**config.mk**
```make
export PLATFORM = sky130hd
export DESIGN_NAME = kpv_muldiv
export DESIGN_NICKNAME = d
export VERILOG_FILES = /design/src/rtl/kpv_pkg.sv /design/src/rtl/kpv_muldiv.sv
export VERILOG_INCLUDE_DIRS = /design/src /design/src/rtl
export SDC_FILE = /design/constraint.sdc
export NUM_CORES = 2
export LEC_CHECK = 0
export BUFFER_PORTS_ARGS = -buffer_cell sky130_fd_sc_hd__buf_4
export CELL_PAD_IN_SITES_DETAIL_PLACEMENT = 0
export CELL_PAD_IN_SITES_GLOBAL_PLACEMENT = 1
export CORE_MARGIN = 3
export CORE_UTILIZATION = 34
export CTS_BUF_LIST = sky130_fd_sc_hd__clkbuf_4
export CTS_CLUSTER_SIZE = 24
export DETAILED_ROUTE_END_ITERATION = 16
export PLACE_DENSITY = 0.59
export SYNTH_ARGS = -nofsm -noshare
export SYNTH_HDL_FRONTEND = slang
export SYNTH_SLANG_ARGS = --single-unit
export TNS_END_PERCENT = 30
```
**constraint.sdc**
```tcl
create_clock -name clk_i -period 18.7 [get_ports clk_i]
set_clock_uncertainty 0.1 [all_clocks]
set_input_delay 2.805 -clock clk_i [delete_from_list [all_inputs] [get_ports clk_i]]
set_output_delay 2.805 -clock clk_i [all_outputs]
set_load 0.1 [all_outputs]
```
**src/rtl/kalman_position_velocity_1d_assert.svh**
```systemverilog
// assertion macros for the kalman position velocity block
`ifndef KALMAN_POSITION_VELOCITY_1D_ASSERT_SVH
`define KALMAN_POSITION_VELOCITY_1D_ASSERT_SVH
`ifndef SYNTHESIS
`define KPV_ASSERT_IMP(label, clk, rst_n, a, c) \
  label: assert property (@(posedge clk) disable iff (!rst_n) (a) |-> (c)) \
    else $error("assertion failed");
`define KPV_ASSERT_NXT(label, clk, rst_n, a, c) \
  label: assert property (@(posedge clk) disable iff (!rst_n) (a) |=> (c)) \
    else $error("assertion failed");
`else
`define KPV_ASSERT_IMP(label, clk, rst_n, a, c)
`define KPV_ASSERT_NXT(label, clk, rst_n, a, c)
`endif
`endif

```
**src/rtl/kpv_pkg.sv**
```systemverilog
// shared constants and types for the kalman position velocity block
package kpv_pkg;
  localparam int unsigned WordWidth = 32;
  localparam int unsigned FracBits = 16;
  localparam int unsigned ProdWidth = 2 * WordWidth + 2;
  localparam int unsigned CntWidth = $clog2(ProdWidth + 1);

  localparam logic [0:0] CfgProcessNoise = 1'b0;
  localparam logic [0:0] CfgMeasurementNoise = 1'b1;

  typedef logic signed [WordWidth-1:0] word_t;

  // request to the multiply-divide unit
  typedef struct packed {
    logic                 start;
    logic [WordWidth:0]   a;
    logic [WordWidth:0]   b;
    logic [WordWidth:0]   c;
  } md_req_t;

  typedef struct packed {
    logic                 done;
    word_t                res;
  } md_rsp_t;

  function automatic word_t sat_w(input logic signed [WordWidth+1:0] v);
    logic signed [WordWidth+1:0] hi;
    logic signed [WordWidth+1:0] lo;
    hi = {3'b000, {(WordWidth-1){1'b1}}};
    lo = ~hi;
    if (v > hi) return word_t'(hi[WordWidth-1:0]);
    else if (v < lo) return word_t'(lo[WordWidth-1:0]);
    else return word_t'(v[WordWidth-1:0]);
  endfunction
endpackage

```
**src/rtl/kpv_muldiv.sv**
```systemverilog
// shared multiply-divide unit: round(a*b/c) saturated, one quotient bit a cycle
`include "kalman_position_velocity_1d_assert.svh"
module kpv_muldiv (
  input  logic             clk_i,
  input  logic             rst_ni,
  input  kpv_pkg::md_req_t req_i,
  output kpv_pkg::md_rsp_t rsp_o
);
  localparam int unsigned W = kpv_pkg::WordWidth;
  localparam int unsigned PW = kpv_pkg::ProdWidth;
  // dt scaling and the format changes all divide by 2^16, which is a shift
  localparam int unsigned Sh = 16;
  localparam logic [W:0] ShiftDiv = (W+1)'(1) << Sh;

  typedef enum logic [2:0] {
    S_IDLE = 3'b001,
    S_MUL  = 3'b010,
    S_DIV  = 3'b100
  } md_state_e;

  md_state_e state_q, state_d;
  logic [PW-1:0] num_q, num_d;
  logic [W:0] rem_q, rem_d;
  logic [W+1:0] quo_q, quo_d;
  logic [W:0] ua_q, ub_q, uc_q, ua_d, ub_d, uc_d;
  logic neg_q, neg_d, over_q, over_d;
  logic [kpv_pkg::CntWidth-1:0] cnt_q, cnt_d;
  logic [W+1:0] rsh;
  logic [W+1:0] quo_r;
  logic [W+1:0] limit;
  logic [W+1:0] mag;
  logic [W+1:0] twice;
  logic [PW-1:0] prod;
  kpv_pkg::word_t res_q, res_d;
  logic done_q, done_d;

  always_comb begin
    state_d = state_q;
    num_d = num_q;
    rem_d = rem_q;
    quo_d = quo_q;
    ua_d = ua_q;
    ub_d = ub_q;
    uc_d = uc_q;
    neg_d = neg_q;
    over_d = over_q;
    cnt_d = cnt_q;
    res_d = res_q;
    done_d = 1'b0;
    rsh = {rem_q, num_q[PW-1]};
    twice = {rem_q, 1'b0};
    quo_r = quo_q;
    limit = '0;
    mag = '0;
    prod = '0;
    case (state_q)
      S_IDLE: begin
        if (req_i.start) begin
          neg_d = req_i.a[W] ^ req_i.b[W];
          ua_d = req_i.a[W] ? (~req_i.a + 1'b1) : req_i.a;
          ub_d = req_i.b[W] ? (~req_i.b + 1'b1) : req_i.b;
          uc_d = req_i.c;
          state_d = S_MUL;
        end
      end
      S_MUL: begin
        prod = PW'(ua_q) * PW'(ub_q);
        num_d = prod;
        rem_d = '0;
        quo_d = '0;
        over_d = 1'b0;
        cnt_d = kpv_pkg::CntWidth'(PW);
        if (uc_q == ShiftDiv) begin
          // power-of-two divisor: quotient and remainder straight from the product
          quo_d = prod[Sh +: W+2];
          rem_d = (W+1)'(prod[Sh-1:0]);
          over_d = |prod[PW-1:Sh+W+2];
          cnt_d = '0;
        end
        state_d = S_DIV;
      end
      S_DIV: begin
        if (cnt_q != '0) begin
          num_d = {num_q[PW-2:0], 1'b0};
          if (quo_q[W+1]) over_d = 1'b1;
          quo_d = {quo_q[W:0], 1'b0};
          if (rsh >= {1'b0, uc_q}) begin
            rem_d = (W+1)'(rsh - {1'b0, uc_q});
            quo_d[0] = 1'b1;
          end else begin
            rem_d = rsh[W:0];
          end
          cnt_d = cnt_q - 1'b1;
        end else begin
          limit = {3'b000, {(W-1){1'b1}}} + (W+2)'(neg_q);
          if (!over_q && twice >= {1'b0, uc_q}) quo_r = quo_q + 1'b1;
          mag = (over_q || quo_q > limit || quo_r > limit) ? limit : quo_r;
          res_d = neg_q ? kpv_pkg::word_t'(~mag[W-1:0] + 1'b1)
                        : kpv_pkg::word_t'(mag[W-1:0]);
          if (uc_q[W] || uc_q == '0) res_d = '0;
          done_d = 1'b1;
          state_d = S_IDLE;
        end
      end
      default: state_d = S_IDLE;
    endcase
  end

  always_ff @(posedge clk_i or negedge rst_ni) begin
    if (!rst_ni) begin
      state_q <= S_IDLE;
      done_q <= 1'b0;
      cnt_q <= '0;
    end else begin
      state_q <= state_d;
      done_q <= done_d;
      cnt_q <= cnt_d;
    end
  end

  always_ff @(posedge clk_i) begin
    num_q <= num_d;
    rem_q <= rem_d;
    quo_q <= quo_d;
    ua_q <= ua_d;
    ub_q <= ub_d;
    uc_q <= uc_d;
    neg_q <= neg_d;
    over_q <= over_d;
    res_q <= res_d;
  end

  assign rsp_o.done = done_q;
  assign rsp_o.res = res_q;

  `KPV_ASSERT_NXT(a_md_done_from_div, clk_i, rst_ni, rsp_o.done, state_q == S_IDLE)
  `KPV_ASSERT_NXT(a_md_start_mul, clk_i, rst_ni, state_q == S_IDLE && req_i.start,
    state_q == S_MUL)
  `KPV_ASSERT_IMP(a_md_cnt_range, clk_i, rst_ni, state_q == S_DIV,
    cnt_q <= kpv_pkg::CntWidth'(PW))
endmodule

```
### Word-level counts from Yosys, hierarchy flattened

Index checks and enable logic that the tools add are counted.
Widths: inputs -> output; s select.

| word-level totals | value |
|---|---|
| register bits after elaboration | 277 |
| latch bits | 0 |
| RAM bits | 0 |
| ROM bits | 0 |
| input port bits | 102 |
| output and inout bits | 33 |
| logic and storage cells | 82 |
| memories | 0 |

| cells by class | value |
|---|---|
| add/subtract/negate cells | 7 |
| multipliers | 1 |
| divide/modulo/power cells | 0 |
| $lt $le $gt $ge | 4 |
| equality and inequality tests | 8 |
| shift operators | 0 |
| muxes and demuxes | 29 |
| bitwise logic cells | 5 |
| reduce and logical (&&, ||, !) cells | 14 |

Operators by type and width:

| cell | number |
|---|---|
| $mux 34 | 5 |
| $pmux 66 s2 | 1 |
| $mux 32 | 4 |
| $ge 34x33->1 | 2 |
| $gt 34x32->1 | 2 |
| $pmux 34 s2 | 1 |
| $add 33x1->33 const B | 2 |
| $mul 33x33->66 | 1 |
| $mux 33 | 2 |
| $mux 66 | 1 |
| $not 33->33 | 2 |
| $pmux 33 s2 | 1 |
| $add 34x1->34 const B | 1 |
| $eq 33x17->1 const B | 1 |
| $logic_not 33->1 | 1 |
| $sub 33x33->33 | 1 |
| $add 31x1->32 const A | 1 |
| $add 32x1->32 const B | 1 |
| $not 32->32 | 1 |
| $mux 16 | 1 |
| $reduce_or 16->1 | 1 |
| $mux 7 | 2 |
| $pmux 7 s2 | 1 |
| $pmux 3 s3 | 1 |
| other kinds (17) | 31 |

### Longest topological paths before layout

| logic depth | value |
|---|---|
| word-level depth | 11 |
| depth in mapped cells | 32 |
| depth with buffers taken out | 30 |

### Least setup slack after synthesis

No wires, ideal clock.

| timing path | value |
|---|---|
| kind | register to register |
| start | reg state_q[2] |
| end | reg cnt_q[1] (netlist bit) |
| library setup time | 0.587 ns |
| data arrival time | 10.865 ns |
| required time | 18.013 ns |
| setup slack | 7.148 ns |
| stages on the path, launching flop included | 4 |
| buffers on the path | 1 |
| clock period less this slack | 11.552 ns |
| path through | dfrtp_1 clkbuf_1 o21ai_0 o221ai_1 |

| between the ends | value |
|---|---|
| longest elaborated chain between the ends | 3 |
| elaborated cells on any way between the ends | 6 |
| those cells by class | eq/ne (3); mux (1); reduce/logical (2) |

Ends and longest elaborated chain:

| what | line | source |
|---|---|---|
| from (decl) | kpv_muldiv.sv:21 | `md_state_e state_q, state_d;` |
| from (signal assigned) | kpv_muldiv.sv:115 | `state_q <= state_d;` |
| $eq 3x3->1 / $eq 3x2->1 (equally long branches) | kpv_muldiv.sv:56 | `case (state_q)` |
| $ne 2x2->1 (no source line) / $reduce_bool 2->1 (equally long branches) | -- |  |
| $reduce_and 2->1 (no source line) | -- |  |
| to (signal assigned) | kpv_muldiv.sv:117 | `cnt_q <= cnt_d;` |
| to (decl) | kpv_muldiv.sv:27 | `logic [kpv_pkg::CntWidth-1:0] cnt_q, cnt_d;` |

Several ways; a longest one is shown, not always the timed one.
A chain may end at the register's enable or synchronous reset.

### Final worst setup path

| timing path | value |
|---|---|
| start | reg ub_q[0] |
| end | reg over_q, data pin |

| between the ends | value |
|---|---|
| longest elaborated chain between the ends | 4 |

Ends and longest elaborated chain:

| what | line | source |
|---|---|---|
| from (decl) | kpv_muldiv.sv:25 | `logic [W:0] ua_q, ub_q, uc_q, ua_d, ub_d, uc_d;` |
| from (signal assigned) | kpv_muldiv.sv:126 | `ub_q <= ub_d;` |
| $mul 33x33->66 | kpv_muldiv.sv:67 | `prod = PW'(ua_q) * PW'(ub_q);` |
| $reduce_or 16->1 | kpv_muldiv.sv:77 | `over_d = \|prod[PW-1:Sh+W+2];` |
| $mux 1 | kpv_muldiv.sv:73 | `if (uc_q == ShiftDiv) begin` |
| $pmux 1 s2 | kpv_muldiv.sv:56 |  |
| to (signal assigned) | kpv_muldiv.sv:129 | `over_q <= over_d;` |
| to (decl) | kpv_muldiv.sv:26 | `logic neg_q, neg_d, over_q, over_d;` |

No other way between the ends.

==> metrics.txt <==
flop-to-flop setup slack about 9.0 ns; initial antenna violation count 8; post-synthesis sequential area ratio between 10% and 20%; final setup TNS 0 ns; Max-slew headroom 19.5%; Die Ht roughly 400 um; Worst path depth 29; CP bufs+invs 7; Synthesized Nets slightly above 7000; Net count, final about 7200; Gate Count Post-Synth 5807; endpoints failing hold 0; CP top delay family adder cells; crit path time final around 9.7 ns; Reg2Reg Launch Point ub_q[0]; required time of the critical path a little under 20 ns; # setup viols final 0; Slowest-stage cell, CP edfxtp_1; Netlist Area Pre-Place 53100 um2; nature of the critical path endpoint flip-flop; row count between 100 and 150; Overall Global Routing Usage between 20% and 30%; Worst Reg-to-Reg Cells 29; Crit path largest cell delay ~0.85 ns; CORE AREA about 150000 um2; vias per std cell slightly above 5; Tcrit/Tclk final between 50% and 60%; synthesized area per cell approximately 9.1 um2; FMAX 103 MHz; ANT nets after route 0; gr ovfl total 0; Synth Flop Type edfxtp_1; Routability Congestion ~0.86; CTS sink count about 280; slew at the pin closest to its max-slew limit 1.21 ns; setup bufs post-CTS 0; DP Area about 56000 um2; total CTS buffers 81; vias in the first global route about 43000; Max Buffers Root-to-Sink 3; Yosys cell types 97; die width 401 um; TritonRoute pass-1 iters 5; hold endpoint num_q[47]; Total Wirelength around 160000 um; Min-Delay Startpoint num_q[46]; startpoint type of the worst setup path flip-flop; Clock Pin Slew Worst Setup and Hold Paths roughly 0.06 ns; Max Slew Vio Count 0; Post-synth EDFFs around 270; worst reg2reg endpoint over_q; CTS Hold Buffers Added 0; DRC Markers 0; Max FO, Critical Path 33; HPWL Detailed between 100000 and 150000 um; WL per Instance about 21 um; H-tree depth 3; Setup CP Type reg2reg; Async S/R FF share, synth a little under 4%; Final Cell Area between 50000 and 60000 um2; IO Port Bufs approximately 130; initial DRC count roughly 2300; Yosys reg bits between 200 and 300; HP Class reg2reg; Area Growth Syn to Fin 7.83%; critical path arrival a little over 10 ns; Ys Warns 0; RSZ-0062 raised after global routing false; Die ar. 161000 um2; worst hold stages 2; TritonCTS clock tree done; most frequent CP cell fa_1; layout cells sized above 1 roughly 7%; vias post-DR between 30000 and 40000; status finished, final reports clean; clk_lat worst skew 1.00 ns; post-CTS sizing 0; CTS Root Cell clkbuf_4; IO Pins between 100 and 150; largest net degree at the start of global routing around 80; max-cap violations 0; first-pass GRT wire length ~260000 um; Initial Util approximately 34%
==> per-stage QoR <==
step | hold WS, ns | util (%) | setup slack (ns) | std cells
floorplan | 0.351 | - | 7.15 | 5807
global placement | 0.362 | 36.3 | 9.02 | 7768
detailed placement | 0.371 | 36.3 | 8.87 | 7768
CTS | 0.329 | 37.0 | 8.85 | 7911
global route | 0.370 | 37.0 | 8.29 | 7917
finish | 0.346 | 37.0 | 9.00 | 7917
==> synth_stat cells, drive strengths merged (73+ instances only) <==
| library cell | count | area (um2) |
|---|---|---|
| nand3 | 73 | 365 |
| a21oi | 172 | 865 |
| inv | 1123 | 4220 |
| o21ai | 165 | 833 |
| nor2 | 163 | 612 |
| edfxtp | 266 | 7990 |
| clkbuf | 285 | 1070 |
| xnor2 | 131 | 1150 |
| nand2 | 851 | 3200 |
| and2 | 564 | 3530 |
| ha | 367 | 4590 |
| fa | 959 | 19200 |
==> worst max-delay path by stage <==
stage,from,end,slack (ns)
floorplan,state_q[2],cnt_q[1],7.15
global placement,ub_q[0],over_q,9.02
detailed placement,ub_q[0],over_q,8.87
CTS,ub_q[0],over_q,8.85
global route,ub_q[0],over_q,8.29
finish,ub_q[0],over_q,9.00
==> worst reg2reg max path, delay by kind of cell, from the launching register on <==
kind | cells | cell delay [ns]
fa+ha+maj | 9 | 4.51
simple gates | 9 | 2.37
compound gates | 4 | 1.13
flops | 1 | 0.85
buf+inv | 7 | 0.48
==> cell families (layout without fill, tap and decap cells) <==
kind of cell               after synthesis  after routing  share of synthesized area (%)
xor gates and xnor gates               174            174                           2.88
adders and majority gates             1326           1326                           44.8
muxes                                   36             36                          0.709
DFF                                    277            277                           15.6
and+or+nand+nor                       1917           1917                           17.8
buffers and inverters                 1422           1482                           10.1
AOI/OAI and AO/OA                      655            655                           8.18
other                                    0              6                              0
==> layer usage <==
layer	wire (um)	part of all wire, %	GRT usage, %	vias up
li1	-	-	-	18200
met1	75600	46	29.1	20500
met2	76400	47	33.6	1043
met3	8680	5.3	3.03	218
met4	3220	2.0	4.37	0
met5	0	0	0	-
==> placed cells by master, fill, tap and decap left out, drive strengths merged, types with 15 or more instances in the layout <==
| cell | n |
|---|---|
| nand4 | 47 |
| mux2i | 23 |
| o31ai | 30 |
| fa | 959 |
| a21o | 45 |
| nor3 | 52 |
| edfxtp | 266 |
| clkinv | 23 |
| a211oi | 25 |
| o21bai | 23 |
| o21a | 20 |
| a31oi | 15 |
| or3 | 28 |
| xor2 | 43 |
| and2 | 564 |
| ha | 367 |
| nand2b | 23 |
| buf | 216 |
| inv | 1126 |
| or4 | 15 |
| a21oi | 172 |
| xnor2 | 131 |
| clkbuf | 114 |
| nand2 | 851 |
| and3 | 23 |
| nor2 | 163 |
| nor4 | 32 |
| o21ai | 165 |
| nand3 | 73 |
| a22o | 30 |
| o211ai | 20 |
==> cell type report <==
cell class,instances,area [um2]
Fill cell,16000,97300
Multi-Input combinational cell,4108,39500
Sequential cell,277,8260
Inverter,1123,4220
Tap cell,2044,2560
Timing Repair Buffer,216,1620
Clock buffer,114,856
Clock inverter,29,195
Antenna cell,6,15.0
==> flip-flops by register name, indices dropped and copies added (netlist names) <==
signal	count
over_q	1
res_q	32
rem_q	33
cnt_q	7
quo_q	34
state_q	3
done_q	1
num_q	66
uc_q	33
ub_q	33
neg_q	1
ua_q	33
Power is not shown: default switching activity piles up to over one toggle a cycle in this logic, so the estimate is an artifact.
